### src/rtl/soe_pkg.sv
`timescale 1ns / 1ps
// ----------------------------------------------------------------------------
// soe_pkg: shared types and constants for the set operation engine
// Command and operation codes, default capacity, payload structs.
// ----------------------------------------------------------------------------
package soe_pkg;

   localparam int DefaultCapacity = 16;
   localparam int ValueWidth      = 32;

   localparam logic [1:0] CMD_ADD_MAIN = 2'd0;
   localparam logic [1:0] CMD_QUERY    = 2'd1;
   localparam logic [1:0] CMD_ADD_OPND = 2'd2;
   localparam logic [1:0] CMD_COMPUTE  = 2'd3;

   localparam logic [2:0] OP_UNION  = 3'd0;
   localparam logic [2:0] OP_INTER  = 3'd1;
   localparam logic [2:0] OP_DIFF   = 3'd2;
   localparam logic [2:0] OP_SYMD   = 3'd3;
   localparam logic [2:0] OP_COMPL  = 3'd4;
   localparam logic [2:0] OP_SUBSET = 3'd5;

   typedef struct packed {
      logic [1:0]         cmd;
      logic signed [31:0] value;
   } req_type;

   typedef struct packed {
      logic signed [31:0] elem;
      logic               answer;
      logic               empty_res;
      logic               overflow;
      logic               last;
   } rsp_type;

endpackage

### src/rtl/soe_req_if.sv
`timescale 1ns / 1ps
// ----------------------------------------------------------------------------
// soe_req_if: request channel
// Valid/ready channel carrying one command word.
// ----------------------------------------------------------------------------
interface soe_req_if;
   logic             valid;
   logic             ready;
   soe_pkg::req_type data;
   modport source (output valid, output data, input ready);
   modport sink   (input valid, input data, output ready);
endinterface

### src/rtl/soe_rsp_if.sv
`timescale 1ns / 1ps
// ----------------------------------------------------------------------------
// soe_rsp_if: response channel
// Valid/ready channel carrying one result word.
// ----------------------------------------------------------------------------
interface soe_rsp_if;
   logic             valid;
   logic             ready;
   soe_pkg::rsp_type data;
   modport source (output valid, output data, input ready);
   modport sink   (input valid, input data, output ready);
endinterface

### src/rtl/set_operation_engine_core.sv
`timescale 1ns / 1ps
// ----------------------------------------------------------------------------
// set_operation_engine_core: union, intersection, difference, symmetric difference, complement and subset engine
// Main and operand sets in two synchronous memories, scanned element by
// element through a shared compare loop; results streamed out.
// ----------------------------------------------------------------------------
// Query scans the main set entry by entry. Compute fetches each outer element,
//   compares it against the inner list, then streams out the result words.
// Throughput: one command in flight; the next word is taken once the result
//   is staged in the output register, which holds it until the sink takes it.
// Reset: synchronous, clears counts, mode and control; memories unset.
// ----------------------------------------------------------------------------
module set_operation_engine_core #(
   parameter int SetCapacity = soe_pkg::DefaultCapacity
) (
   input  logic        clock,
   input  logic        reset,
   soe_req_if.sink     req,
   soe_rsp_if.source   rsp,
   input  logic        csr_we,
   input  logic [2:0]  csr_wdata
);
   localparam int AW = (SetCapacity > 1) ? $clog2(SetCapacity) : 1;
   localparam int CW = $clog2(SetCapacity + 1);
   // result list may hold main + operand elements
   localparam int RD = 2 * SetCapacity;
   localparam int RW = $clog2(RD + 1);
   localparam int RA = $clog2(RD);
   localparam int MaxRes = 32;

   // state codes
   localparam logic [3:0] ST_IDLE   = 4'd0;
   localparam logic [3:0] ST_QUERY  = 4'd1;  // scan main for value
   localparam logic [3:0] ST_OUTER  = 4'd2;  // fetch next outer candidate
   localparam logic [3:0] ST_INNER  = 4'd3;  // compare candidate to list
   localparam logic [3:0] ST_DECIDE = 4'd4;  // capture candidate, start inner scan
   localparam logic [3:0] ST_EMIT   = 4'd5;  // stream result list
   localparam logic [3:0] ST_SINGLE = 4'd6;  // single-word answer
   localparam logic [3:0] ST_WAIT   = 4'd7;  // memory read latency

   // memories: main, operand and a result/work list
   logic [31:0] main_mem [SetCapacity];
   logic [31:0] opnd_mem [SetCapacity];
   logic [31:0] res_mem  [RD];

   logic [CW-1:0] main_cnt_ff, main_cnt_in, opnd_cnt_ff, opnd_cnt_in;
   logic [2:0]    mode_ff, mode_in;
   logic [3:0]    state_ff, state_in, ret_ff, ret_in;
   logic [31:0]   value_ff, value_in;
   logic [31:0]   cand_ff, cand_in;
   logic          found_ff, found_in;
   logic          ok_ff, ok_in;
   // pass: 0 = main list, 1 = operand list, 2 = symd second filter
   logic [1:0]    pass_ff, pass_in;
   logic [RW-1:0] oi_ff, oi_in;     // outer index
   logic [RW-1:0] ii_ff, ii_in;     // inner index
   logic [RW-1:0] n_ff, n_in;       // result length
   logic [RW-1:0] base_ff, base_in; // symd: start of final list
   logic          rsp_valid_ff, rsp_valid_in;
   soe_pkg::rsp_type rsp_ff, rsp_in;
   // single-word answer staged apart from the output register
   soe_pkg::rsp_type word_ff, word_in;

   // memory read ports
   logic [AW-1:0] m_ra, o_ra;
   logic [RA-1:0] r_ra;
   logic [31:0]   m_rd_ff, o_rd_ff, r_rd_ff;
   logic          m_we, o_we, r_we;
   logic [AW-1:0] m_wa, o_wa;
   logic [RA-1:0] r_wa;
   logic [31:0]   r_wd;

   always_ff @(posedge clock) begin
      if (m_we) main_mem[m_wa] <= value_in;
      if (o_we) opnd_mem[o_wa] <= value_in;
      if (r_we) res_mem[r_wa]  <= r_wd;
      m_rd_ff <= main_mem[m_ra];
      o_rd_ff <= opnd_mem[o_ra];
      r_rd_ff <= res_mem[r_ra];
   end

   wire out_free = !rsp_valid_ff || rsp.ready;
   assign req.ready = (state_ff == ST_IDLE);
   assign rsp.valid = rsp_valid_ff;
   assign rsp.data  = rsp_ff;

   // Candidate outer source and inner compare list per mode and pass.
   // Outer list lengths
   logic [RW-1:0] outer_len;
   logic [RW-1:0] inner_len;
   logic [1:0]    inner_src; // 0 main, 1 operand, 2 result list
   logic          outer_is_res;
   logic          outer_from_opnd;

   always_comb begin
      outer_len       = RW'(main_cnt_ff);
      inner_len       = RW'(opnd_cnt_ff);
      inner_src       = 2'd1;
      outer_is_res    = 1'b0;
      outer_from_opnd = 1'b0;
      case (mode_ff)
         soe_pkg::OP_UNION, soe_pkg::OP_SYMD: begin
            if (pass_ff == 2'd0) begin
               // copy main unconditionally: empty compare list
               inner_len = '0;
            end else if (pass_ff == 2'd1) begin
               outer_len       = RW'(opnd_cnt_ff);
               outer_from_opnd = 1'b1;
               inner_src       = 2'd2;
               inner_len       = n_ff;
            end else begin
               // symd: filter union by intersection (in main and operand)
               outer_len    = base_ff;
               outer_is_res = 1'b1;
               inner_src    = 2'd1;
               inner_len    = RW'(opnd_cnt_ff);
            end
         end
         soe_pkg::OP_COMPL: begin
            outer_len       = RW'(opnd_cnt_ff);
            outer_from_opnd = 1'b1;
            inner_src       = 2'd0;
            inner_len       = RW'(main_cnt_ff);
         end
         default: ;
      endcase
   end

   // symd third pass: reject if in operand AND in main. Two sub-scans
   // are folded by checking operand first then main (found_ff tracks both).
   logic sub_ff, sub_in; // symd: 0 scanning operand, 1 scanning main

   always_comb begin
      main_cnt_in  = main_cnt_ff;
      opnd_cnt_in  = opnd_cnt_ff;
      mode_in      = csr_we ? csr_wdata : mode_ff;
      state_in     = state_ff;
      ret_in       = ret_ff;
      value_in     = value_ff;
      cand_in      = cand_ff;
      found_in     = found_ff;
      ok_in        = ok_ff;
      pass_in      = pass_ff;
      oi_in        = oi_ff;
      ii_in        = ii_ff;
      n_in         = n_ff;
      base_in      = base_ff;
      sub_in       = sub_ff;
      rsp_valid_in = rsp_valid_ff && !rsp.ready;
      rsp_in       = rsp_ff;
      word_in      = word_ff;
      m_we = 1'b0; o_we = 1'b0; r_we = 1'b0;
      m_wa = main_cnt_ff[AW-1:0];
      o_wa = opnd_cnt_ff[AW-1:0];
      r_wa = n_ff[RA-1:0];
      r_wd = cand_ff;
      m_ra = ii_ff[AW-1:0];
      o_ra = ii_ff[AW-1:0];
      r_ra = ii_ff[RA-1:0];

      case (state_ff)
         ST_IDLE: begin
            if (req.valid) begin
               value_in = req.data.value;
               word_in  = '0;
               case (req.data.cmd)
                  soe_pkg::CMD_ADD_MAIN: begin
                     if (main_cnt_ff < CW'(SetCapacity)) begin
                        m_we = 1'b1;
                        main_cnt_in = main_cnt_ff + 1'b1;
                     end else word_in.overflow = 1'b1;
                     state_in = ST_SINGLE;
                  end
                  soe_pkg::CMD_ADD_OPND: begin
                     if (opnd_cnt_ff < CW'(SetCapacity)) begin
                        o_we = 1'b1;
                        opnd_cnt_in = opnd_cnt_ff + 1'b1;
                     end else word_in.overflow = 1'b1;
                     state_in = ST_SINGLE;
                  end
                  soe_pkg::CMD_QUERY: begin
                     ii_in    = '0;
                     found_in = 1'b0;
                     m_ra     = '0;
                     state_in = ST_QUERY;
                  end
                  default: begin
                     oi_in   = '0;
                     n_in    = '0;
                     pass_in = '0;
                     ok_in   = 1'b1;
                     state_in = ST_OUTER;
                  end
               endcase
            end
         end

         ST_QUERY: begin
            // m_rd_ff holds entry ii_ff (read issued previous cycle)
            if (ii_ff >= RW'(main_cnt_ff)) begin
               word_in.answer = found_ff;
               state_in = ST_SINGLE;
            end else begin
               if (m_rd_ff == value_ff) found_in = 1'b1;
               ii_in = ii_ff + 1'b1;
               m_ra  = AW'(ii_ff + 1'b1);
               ret_in = ST_QUERY;
               state_in = ST_WAIT;
            end
         end

         ST_WAIT: begin
            // re-present read address so data lands next cycle
            state_in = ret_ff;
         end

         ST_OUTER: begin
            if (mode_ff > soe_pkg::OP_SUBSET) begin
               n_in = '0;
               state_in = ST_EMIT;
            end else if (oi_ff >= outer_len) begin
               // end of this pass
               if ((mode_ff == soe_pkg::OP_UNION || mode_ff == soe_pkg::OP_SYMD)
                   && pass_ff == 2'd0) begin
                  pass_in = 2'd1; oi_in = '0;
               end else if (mode_ff == soe_pkg::OP_SYMD && pass_ff == 2'd1) begin
                  pass_in = 2'd2; oi_in = '0; base_in = n_ff; n_in = n_ff;
               end else if (mode_ff == soe_pkg::OP_SUBSET) begin
                  word_in.answer = ok_ff;
                  opnd_cnt_in = '0;
                  state_in = ST_SINGLE;
               end else begin
                  ii_in = (mode_ff == soe_pkg::OP_SYMD) ? base_ff : '0;
                  r_ra  = (mode_ff == soe_pkg::OP_SYMD) ? base_ff[RA-1:0] : '0;
                  opnd_cnt_in = '0;
                  ret_in = ST_EMIT;
                  state_in = ST_WAIT;
               end
            end else begin
               // fetch outer element oi_ff; the wait cycle re-presents it
               m_ra = oi_ff[AW-1:0];
               o_ra = oi_ff[AW-1:0];
               r_ra = oi_ff[RA-1:0];
               ii_in = oi_ff;
               sub_in = 1'b0;
               found_in = 1'b0;
               ret_in = ST_DECIDE; // DECIDE latches candidate first
               state_in = ST_WAIT;
            end
         end

         ST_DECIDE: begin
            // first visit after fetch: capture candidate, start inner scan
            cand_in = outer_is_res ? r_rd_ff : (outer_from_opnd ? o_rd_ff : m_rd_ff);
            ii_in = '0;
            m_ra = '0; o_ra = '0; r_ra = '0;
            ret_in = ST_INNER;
            state_in = ST_WAIT;
         end

         ST_INNER: begin
            if (ii_ff >= ((pass_ff == 2'd2 && sub_ff) ? RW'(main_cnt_ff) : inner_len)
                || found_ff) begin
               if (pass_ff == 2'd2 && !sub_ff && found_ff) begin
                  // in operand: now check main
                  sub_in = 1'b1; found_in = 1'b0; ii_in = '0; m_ra = '0;
                  ret_in = ST_INNER; state_in = ST_WAIT;
               end else begin
                  logic keep;
                  keep = 1'b0;
                  if (mode_ff == soe_pkg::OP_SUBSET) begin
                     if (!found_ff) ok_in = 1'b0;
                  end else if (pass_ff == 2'd2) begin
                     keep = !(sub_ff && found_ff);
                  end else if ((mode_ff == soe_pkg::OP_UNION ||
                                mode_ff == soe_pkg::OP_SYMD) && pass_ff == 2'd0) begin
                     keep = 1'b1;
                  end else if (mode_ff == soe_pkg::OP_INTER) begin
                     keep = found_ff;
                  end else begin
                     keep = !found_ff;
                  end
                  if (keep) begin
                     r_we = 1'b1; r_wa = n_ff[RA-1:0]; r_wd = cand_ff;
                     n_in = n_ff + 1'b1;
                  end
                  oi_in = oi_ff + 1'b1;
                  state_in = ST_OUTER;
               end
            end else begin
               logic [31:0] d;
               logic [1:0]  src;
               src = (pass_ff == 2'd2) ? (sub_ff ? 2'd0 : 2'd1) : inner_src;
               case (src)
                  2'd0:    d = m_rd_ff;
                  2'd1:    d = o_rd_ff;
                  default: d = r_rd_ff;
               endcase
               if (d == cand_ff) found_in = 1'b1;
               ii_in = ii_ff + 1'b1;
               m_ra = AW'(ii_ff + 1'b1);
               o_ra = AW'(ii_ff + 1'b1);
               r_ra = RA'(ii_ff + 1'b1);
               ret_in = ST_INNER;
               state_in = ST_WAIT;
            end
         end

         ST_EMIT: begin
            // r_rd_ff holds entry ii_ff; final list is [base, n) for symd, else [0, n)
            if (out_free) begin
               logic [RW-1:0] cnt, lim;
               cnt = n_ff - ((mode_ff == soe_pkg::OP_SYMD) ? base_ff : '0);
               lim = (cnt > RW'(MaxRes)) ? RW'(MaxRes) : cnt;
               rsp_valid_in = 1'b1;
               rsp_in = '0;
               if (mode_ff > soe_pkg::OP_SUBSET) opnd_cnt_in = '0;
               if (lim == '0) begin
                  rsp_in.empty_res = 1'b1;
                  rsp_in.last = 1'b1;
                  state_in = ST_IDLE;
               end else begin
                  logic [RW-1:0] pos;
                  pos = ii_ff - ((mode_ff == soe_pkg::OP_SYMD) ? base_ff : '0);
                  rsp_in.elem = r_rd_ff;
                  if (pos + 1'b1 == lim) begin
                     rsp_in.last = 1'b1;
                     state_in = ST_IDLE;
                  end else begin
                     ii_in = ii_ff + 1'b1;
                     r_ra  = RA'(ii_ff + 1'b1);
                     ret_in = ST_EMIT;
                     state_in = ST_WAIT;
                  end
               end
            end
         end

         ST_SINGLE: begin
            if (out_free) begin
               rsp_valid_in = 1'b1;
               rsp_in = word_ff;
               rsp_in.last = 1'b1;
               state_in = ST_IDLE;
            end
         end

         default: state_in = ST_IDLE;
      endcase
   end

   always_ff @(posedge clock) begin
      if (reset) begin
         main_cnt_ff  <= '0;
         opnd_cnt_ff  <= '0;
         mode_ff      <= '0;
         state_ff     <= ST_IDLE;
         rsp_valid_ff <= 1'b0;
      end else begin
         main_cnt_ff  <= main_cnt_in;
         opnd_cnt_ff  <= opnd_cnt_in;
         mode_ff      <= mode_in;
         state_ff     <= state_in;
         rsp_valid_ff <= rsp_valid_in;
      end
      ret_ff   <= ret_in;
      value_ff <= value_in;
      cand_ff  <= cand_in;
      found_ff <= found_in;
      ok_ff    <= ok_in;
      pass_ff  <= pass_in;
      oi_ff    <= oi_in;
      ii_ff    <= ii_in;
      n_ff     <= n_in;
      base_ff  <= base_in;
      sub_ff   <= sub_in;
      rsp_ff   <= rsp_in;
      word_ff  <= word_in;
   end

endmodule

### src/flat_wrapper.sv
// flat-port wrapper written by rule: the top's interface ports become plain ports
module set_operation_engine_core_flat 
#(
   parameter int SetCapacity = soe_pkg::DefaultCapacity
)
  (clock, reset, csr_we, csr_wdata, req_valid, req_data, req_ready, rsp_valid, rsp_data, rsp_ready);
  soe_req_if req_i ();
  soe_rsp_if rsp_i ();
  input  logic clock;
  input  logic reset;
  input  logic csr_we;
  input  logic [2:0] csr_wdata;
  input wire logic [$bits(req_i.valid)-1:0] req_valid;
  input wire logic [$bits(req_i.data)-1:0] req_data;
  output wire logic [$bits(req_i.ready)-1:0] req_ready;
  output wire logic [$bits(rsp_i.valid)-1:0] rsp_valid;
  output wire logic [$bits(rsp_i.data)-1:0] rsp_data;
  input wire logic [$bits(rsp_i.ready)-1:0] rsp_ready;
  assign req_i.valid = req_valid;
  assign req_i.data = req_data;
  assign req_ready = req_i.ready;
  assign rsp_valid = rsp_i.valid;
  assign rsp_data = rsp_i.data;
  assign rsp_i.ready = rsp_ready;
  set_operation_engine_core #(.SetCapacity(SetCapacity)) u_core (.clock(clock), .reset(reset), .req(req_i), .rsp(rsp_i), .csr_we(csr_we), .csr_wdata(csr_wdata));
endmodule
### config.mk
export PLATFORM = sky130hd
export DESIGN_NAME = set_operation_engine_core_flat
export DESIGN_NICKNAME = d
export VERILOG_FILES = /design/src/rtl/soe_pkg.sv /design/src/rtl/soe_req_if.sv /design/src/rtl/soe_rsp_if.sv /design/src/rtl/set_operation_engine_core.sv /design/src/flat_wrapper.sv
export SDC_FILE = /design/constraint.sdc
export NUM_CORES = 2
export LEC_CHECK = 0
export BUFFER_PORTS_ARGS = -buffer_cell sky130_fd_sc_hd__buf_2
export CORE_MARGIN = 4
export CORE_UTILIZATION = 33
export DETAILED_ROUTE_END_ITERATION = 7
export PLACE_DENSITY_LB_ADDON = 0.2
export SLEW_MARGIN = 20
export SYNTH_ARGS = -nofsm -noshare
export SYNTH_HDL_FRONTEND = slang
export SYNTH_SLANG_ARGS = --single-unit
### constraint.sdc
create_clock -name clock -period 14 [get_ports clock]
set_clock_uncertainty 0.2 [all_clocks]
set_input_delay 2.8 -clock clock [delete_from_list [all_inputs] [get_ports clock]]
set_output_delay 2.8 -clock clock [all_outputs]
set_load 0.02 [all_outputs]
-- After elaboration in Yosys (flattened, before gate mapping)
Memory sizes are Yosys's and may differ from the RTL's. A register that Yosys moved wholly into a read port is not among the register bits.
Index checks and enable logic that the tools add are counted.
- add/sub/neg operators: 8
- multiply operators: 0
- divide/modulo/power cells: 0
- magnitude comparators: 7
- equality and inequality tests: 53
- shift operators: 0
- mux-type cells: 185
- bitwise gates (word level): 2
- reductions and logical operators: 50
- operators with widths (kind ; number):
    $mux W32 ; 7
    $mux W6 ; 32
    $mux W4 ; 28
    $mux W5 ; 19
    $mux W36 ; 2
    $pmux W36 S2 ; 1
    $eq A32 B32 Y1 ; 2
    $pmux W32 S2 ; 1
    $mux W1 ; 63
    $pmux W4 S5 ; 2
    $pmux W6 S3 ; 2
    $pmux W6 S6 ; 1
    $pmux W4 S8 ; 1
    $ne A2 B1 Y1 const B ; 15
    $add A6 B1 Y6 const B ; 4
    $pmux W6 S2 ; 2
    $ne A2 B2 Y1 const B ; 11
    $pmux W5 S4 ; 1
    $reduce_and A10 Y1 ; 2
    $mux W2 ; 9
    $eq A4 B3 Y1 const B ; 4
    $reduce_and A8 Y1 ; 2
    $pmux W5 S3 ; 1
    $reduce_and A5 Y1 ; 3
    other kinds (47) ; 90
- flip-flop bits (word level): 153
- latch bits: 0
- bits in writable memories: 2048
- memory bits (read-only): 0
- input bits: 42
- memories kept: 3
- memories (memory ; depth ; width ; read ports ; clocked after Yosys merged registers in ; write ports ; line ; RTL):
    u_core.res_mem ; 32 ; 32 ; 1 ; 1 ; 1 ; set_operation_engine_core.sv:44 ; logic [31:0] res_mem [RD];
    u_core.main_mem ; 16 ; 32 ; 1 ; 1 ; 1 ; set_operation_engine_core.sv:42 ; logic [31:0] main_mem [SetCapacity];
    u_core.opnd_mem ; 16 ; 32 ; 1 ; 1 ; 1 ; set_operation_engine_core.sv:43 ; logic [31:0] opnd_mem [SetCapacity];

-- Depth between registers and ports, before layout
- depth after elaboration: 15
- mapped depth: 26
- gate-level depth less buffers: 20

-- Worst setup path before layout
Ideal clock, no wire load.
- path kind: input -> register
- start: in req_data[32]
- end: mem u_core.main_mem[3][0], enable pin
- library setup time: 0.461 ns
- arrival: 6.257 ns
- data required time: 13.339 ns
- path slack: 7.082 ns
- cell stages on the path: 4
- path buffers: 1
- path through: clkbuf_1 -> nor4_1 -> nand2_1 -> nor3_1
- cells in the longest elaborated chain, start to end: 6
- RTL lines (item ; line ; RTL):
    start, declared ; flat_wrapper.sv:14 ; input wire logic [$bits(req_i.data)-1:0] req_data;
    $logic_not A2 Y1 ; set_operation_engine_core.sv:166 ; case (req.data.cmd)
    $mux W1 ; set_operation_engine_core.sv:166 ;
    $mux W1 ; set_operation_engine_core.sv:163 ; if (req.valid) begin
    $mux W1 ; set_operation_engine_core.sv:161 ; case (state_ff)
    $mux W1 ; set_operation_engine_core.sv:74 ; if (m_we) main_mem[m_wa] <= value_in;
    $mux W1 (implied by the code) ; set_operation_engine_core.sv:74 ;
    end, declared ; set_operation_engine_core.sv:42 ;
Every way passes these cells.

-- Final worst setup path
- start: reg u_core.mode_ff[1]
- end: reg u_core.r_rd_ff[19], read port of u_core.res_mem
- cells in the longest elaborated chain, start to end: 10
- RTL lines (item ; line ; RTL):
    start, declared ; set_operation_engine_core.sv:47 ; logic [2:0] mode_ff, mode_in;
    start signal, assigned ; set_operation_engine_core.sv:362 ; mode_ff <= mode_in;
    $eq A3 B2 Y1 ; -- ;
    $mux W6 ; set_operation_engine_core.sv:313, set_operation_engine_core.sv:324 ;
    $sub A6 B6 Y6 ; set_operation_engine_core.sv:313 ; cnt = n_ff - ((mode_ff == soe_pkg::OP_SYMD) ? base_ff : '0);
    $gt A6 B6 Y1 ; set_operation_engine_core.sv:314 ; lim = (cnt > RW'(MaxRes)) ? RW'(MaxRes) : cnt;
    $mux W6 ; set_operation_engine_core.sv:314 ;
    $eq A6 B6 Y1 ; set_operation_engine_core.sv:326 ; if (pos + 1'b1 == lim) begin
    $mux W5 ; set_operation_engine_core.sv:326 ;
    $mux W5 ; set_operation_engine_core.sv:318 ; if (lim == '0) begin
    $mux W5 ; set_operation_engine_core.sv:311 ; if (out_free) begin
    $pmux W5 S4 * ; set_operation_engine_core.sv:161 ;
    end, declared ; set_operation_engine_core.sv:67 ; logic [31:0] m_rd_ff, o_rd_ff, r_rd_ff;
Every way passes the cells marked *; elsewhere a longest branch is shown, timed or not.
A chain may end at the register's enable or synchronous reset.

==> impl_metrics.ini <==
[global_route]
antenna_found_initial = 6
grt_max_degree = 192
grt_usage = 0.186
grt_pass1_vias = 52100
grt_pass1_wl_um = 388000
overflow = 0

[hold_path]
worstHoldStart = u_core.word_ff[3]$_DFFE_PP_
holdPathEnd = u_core.rsp.data[3]$_SDFFCE_PN0P_
hp-class = reg -> reg
min_delay_path_depth = 1

[synth]
syn_area_per_cell_um2 = 14.7
synth_top_area_cell = edfxtp_1
seq_area_frac_synth = 0.733
synth_area_um2 = 92000
ys_seq_elements = 2295
synth-async-reset-ratio = 0
yosys.cell_types.count = 76
synth_edf_count = 2150
synthCells = 6248
post_synth_main_area_contributors = edfxtp_1 70%, mux2i_1 7.0%, nand2_1 4.2%
yosys.area.top_type_share = 0.702
yosys_warnings = 0
ys.flop_type = edfxtp_1
synth_fp_nets = 6338

[timing]
finalSetupViolCount = 0
setup_tns_ns = 0
period_needed_ns = 8.17
rsz0062_at_grt = false
worst_pin_slew_ns = 1.16
fin_crit_sh = 0.584
final-hold-violation-count = 0
layout_setup_ws_ns = 5.83
drv_slew = 0
slew_headroom = 0.225
max_freq_mhz = 122

[cells_and_area]
fin_cells = 10300
layout-drive-gt1-share = 0.112
register_area_um2 = 67500
finish.utilization = 0.381
layout.nets = 6418
final_cell_mix = 2150 x edfxtp_1, 1009 x nand2_1, 639 x mux2i_1, 262 x a211oi_1, 241 x clkbuf_16
syn_to_final_growth_pct = 14.7
final_area_um2 = 106000
layout_commonest_cell = edfxtp_1
nFillCells = 25800
multi_input_area_um2 = 23500

[worst_setup_path]
r2r_slack_ns = 5.83
crit_arrival_ns = 8.67
worstPathRequired_ns = 14.50
reg2reg_to = u_core.r_rd_ff[19]$_DFF_P_
slowest_stage = buf_4
worstSetupPathType = reg -> reg
r2r_start = u_core.mode_ff[1]$_SDFFE_PP0P_
cp-start-kind = flip-flop
end_kind = flip-flop
ff2ff_path_depth = 21
max_stage_delay_ns = 0.78
cp_max_fo = 149
crit_chain = xnor2_1, and3_2, buf_4, nand2b_2, buf_4, a222oi_1, inv_1, ha_1, nand2b_1, a2111o_1, a31o_2, o21ai_0, a21oi_1, a211oi_1, and2_4, buf_12, buf_4, mux2i_1, mux2i_1, a22oi_1, nand4_1
path_common_cell = buf_4

[floorplan]
floorplan.rows = 193
die_h_um = 536
die-width_um = 536
fp.coreArea_um2 = 277000
io_pins = 80
dieArea_um2 = 287000
start_util = 0.332

[drt]
route.detailed.drc = 0
drt_pre_antenna_iters = 7
wire_per_inst_um = 26.8
drt_iter0_drc = 4810
antenna_left = 0
totalWireLength_um = 274000
viasPerCell = 5.26
vias = 53900

[clock_network]
htree_levels = 4
cts-root-buf = clkbuf_16
postCtsHoldBufs = 0
cts_tree = yes
cts.clk_slew.worst_paths_ns = 0.06
clk_latency_ns = 0.86
cts_buffers = 239
cts_setup_buffers = 0
post_cts_resized = 0
clock_path_buffers = 3
cts_sinks = 2295

[status]
status = complete, no violations

[pwr]
power.density_nw_per_um2 = 253
ir_worst_vdd_uv = 275
p_leak_nw = 35.6

[placement]
gp_congestion = 0.872
dp_cells = 9772
dpl.hpwl_um = 147000
dpl_worst_slack_ns = 5.91
place_area_um2 = 97200
io_buffers = 79

[flow_run]
cap_viol_max_count = 0
-- report_power, final --
part	switching [mW]	total (mW)	internal, mW
clock	2.67	6.47	3.80
combinational	7.26	10.8	3.52
sequential	0.727	9.48	8.75
-- state kept, by name, summed over array words and instances, names as in the netlist, 5 cells and up --
| signal | flops |
|---|---|
| u_core.main_cnt_ff | 5 |
| u_core.m_rd_ff | 32 |
| u_core.res_mem | 1024 |
| u_core.n_ff | 6 |
| u_core.base_ff | 6 |
| u_core.value_ff | 32 |
| u_core.opnd_mem | 512 |
| u_core.oi_ff | 6 |
| u_core.ii_ff | 6 |
| u_core.cand_ff | 32 |
| u_core.o_rd_ff | 32 |
| u_core.opnd_cnt_ff | 5 |
| u_core.main_mem | 512 |
| u_core.r_rd_ff | 32 |
| u_core.rsp.data | 36 |
-- final cells by class --
cell class | count | share of cell area
multi-input combinational | 3529 | 0.223
inverter | 36 | 0.00130
sequential | 2295 | 0.639
clock inverter | 134 | 0.0145
clock buffer | 320 | 0.0616
antenna | 5 | 0.000119
tap | 3705 | 0.0439
timing repair buffer | 227 | 0.0166
-- through the flow --
stage / total power [mW] / hold WS (ns)
2_1_floorplan: 16.6 / 0.278
3_3_place_gp: 20.3 / 0.345
3_5_place_dp: 20.4 / 0.351
4_1_cts: 26.9 / 0.369
5_1_grt: 28.1 / 0.372
6_report: 26.7 / 0.358
-- Yosys cell counts, types with 40 or more instances --
library cell,instances
edfxtp_1,2150
dfxtp_1,145
a22oi_1,41
a31oi_1,71
nand3_1,212
a32oi_1,163
a21oi_1,209
ha_1,46
buf_2,86
and2_1,170
xor2_1,72
clkbuf_1,275
nand4_1,48
a22o_1,40
mux2i_1,640
nand2_1,1034
a211oi_1,263
nor2_1,156
o21ai_0,94
a32o_1,64
-- worst max path at each step --
stage / start / to
after floorplan: req_data[32] / u_core.main_mem[3][0]$_DFFE_PP_
after global placement: u_core.mode_ff[1]$_SDFFE_PP0P_ / u_core.r_rd_ff[15]$_DFF_P_
after detailed placement: u_core.mode_ff[1]$_SDFFE_PP0P_ / u_core.r_rd_ff[19]$_DFF_P_
after CTS: u_core.mode_ff[1]$_SDFFE_PP0P_ / u_core.r_rd_ff[19]$_DFF_P_
after global routing: u_core.mode_ff[1]$_SDFFE_PP0P_ / u_core.r_rd_ff[15]$_DFF_P_
final: u_core.mode_ff[1]$_SDFFE_PP0P_ / u_core.r_rd_ff[19]$_DFF_P_
-- worst max-delay path: cells and delay by family (launching register included) --
family,cells,cell delay [ns]
muxes,2,0.36
buffers and inverters,5,2.52
adders and majority gates,1,0.22
AOI/OAI and AO/OA,7,2.06
and+or+nand+nor,5,1.51
xor gates and xnor gates,1,0.26
DFF,1,0.58
-- routing by layer --
metal | track usage | up-vias | wire, um
met4 | 0.0584 | 0 | 9040
met3 | 0.0260 | 427 | 12300
met2 | 0.315 | 1429 | 135000
met1 | 0.245 | 27900 | 118000
met5 | 0 | - | 0
li1 | - | 24200 | -
-- kinds of logic (layout without fill, tap and decap cells) --
kind of cell / after synthesis / in the layout / synth area share
DFF: 2295 / 2295 / 0.733
xor gates and xnor gates: 92 / 92 / 0.00900
muxes: 644 / 644 / 0.0701
other: 0 / 5 / 0
adders and majority gates: 48 / 48 / 0.00669
AOI/OAI and AO/OA: 1031 / 1031 / 0.0805
buffers and inverters: 424 / 717 / 0.0190
and+or+nand+nor: 1714 / 1714 / 0.0814
Power figures use the tool's default switching activity.
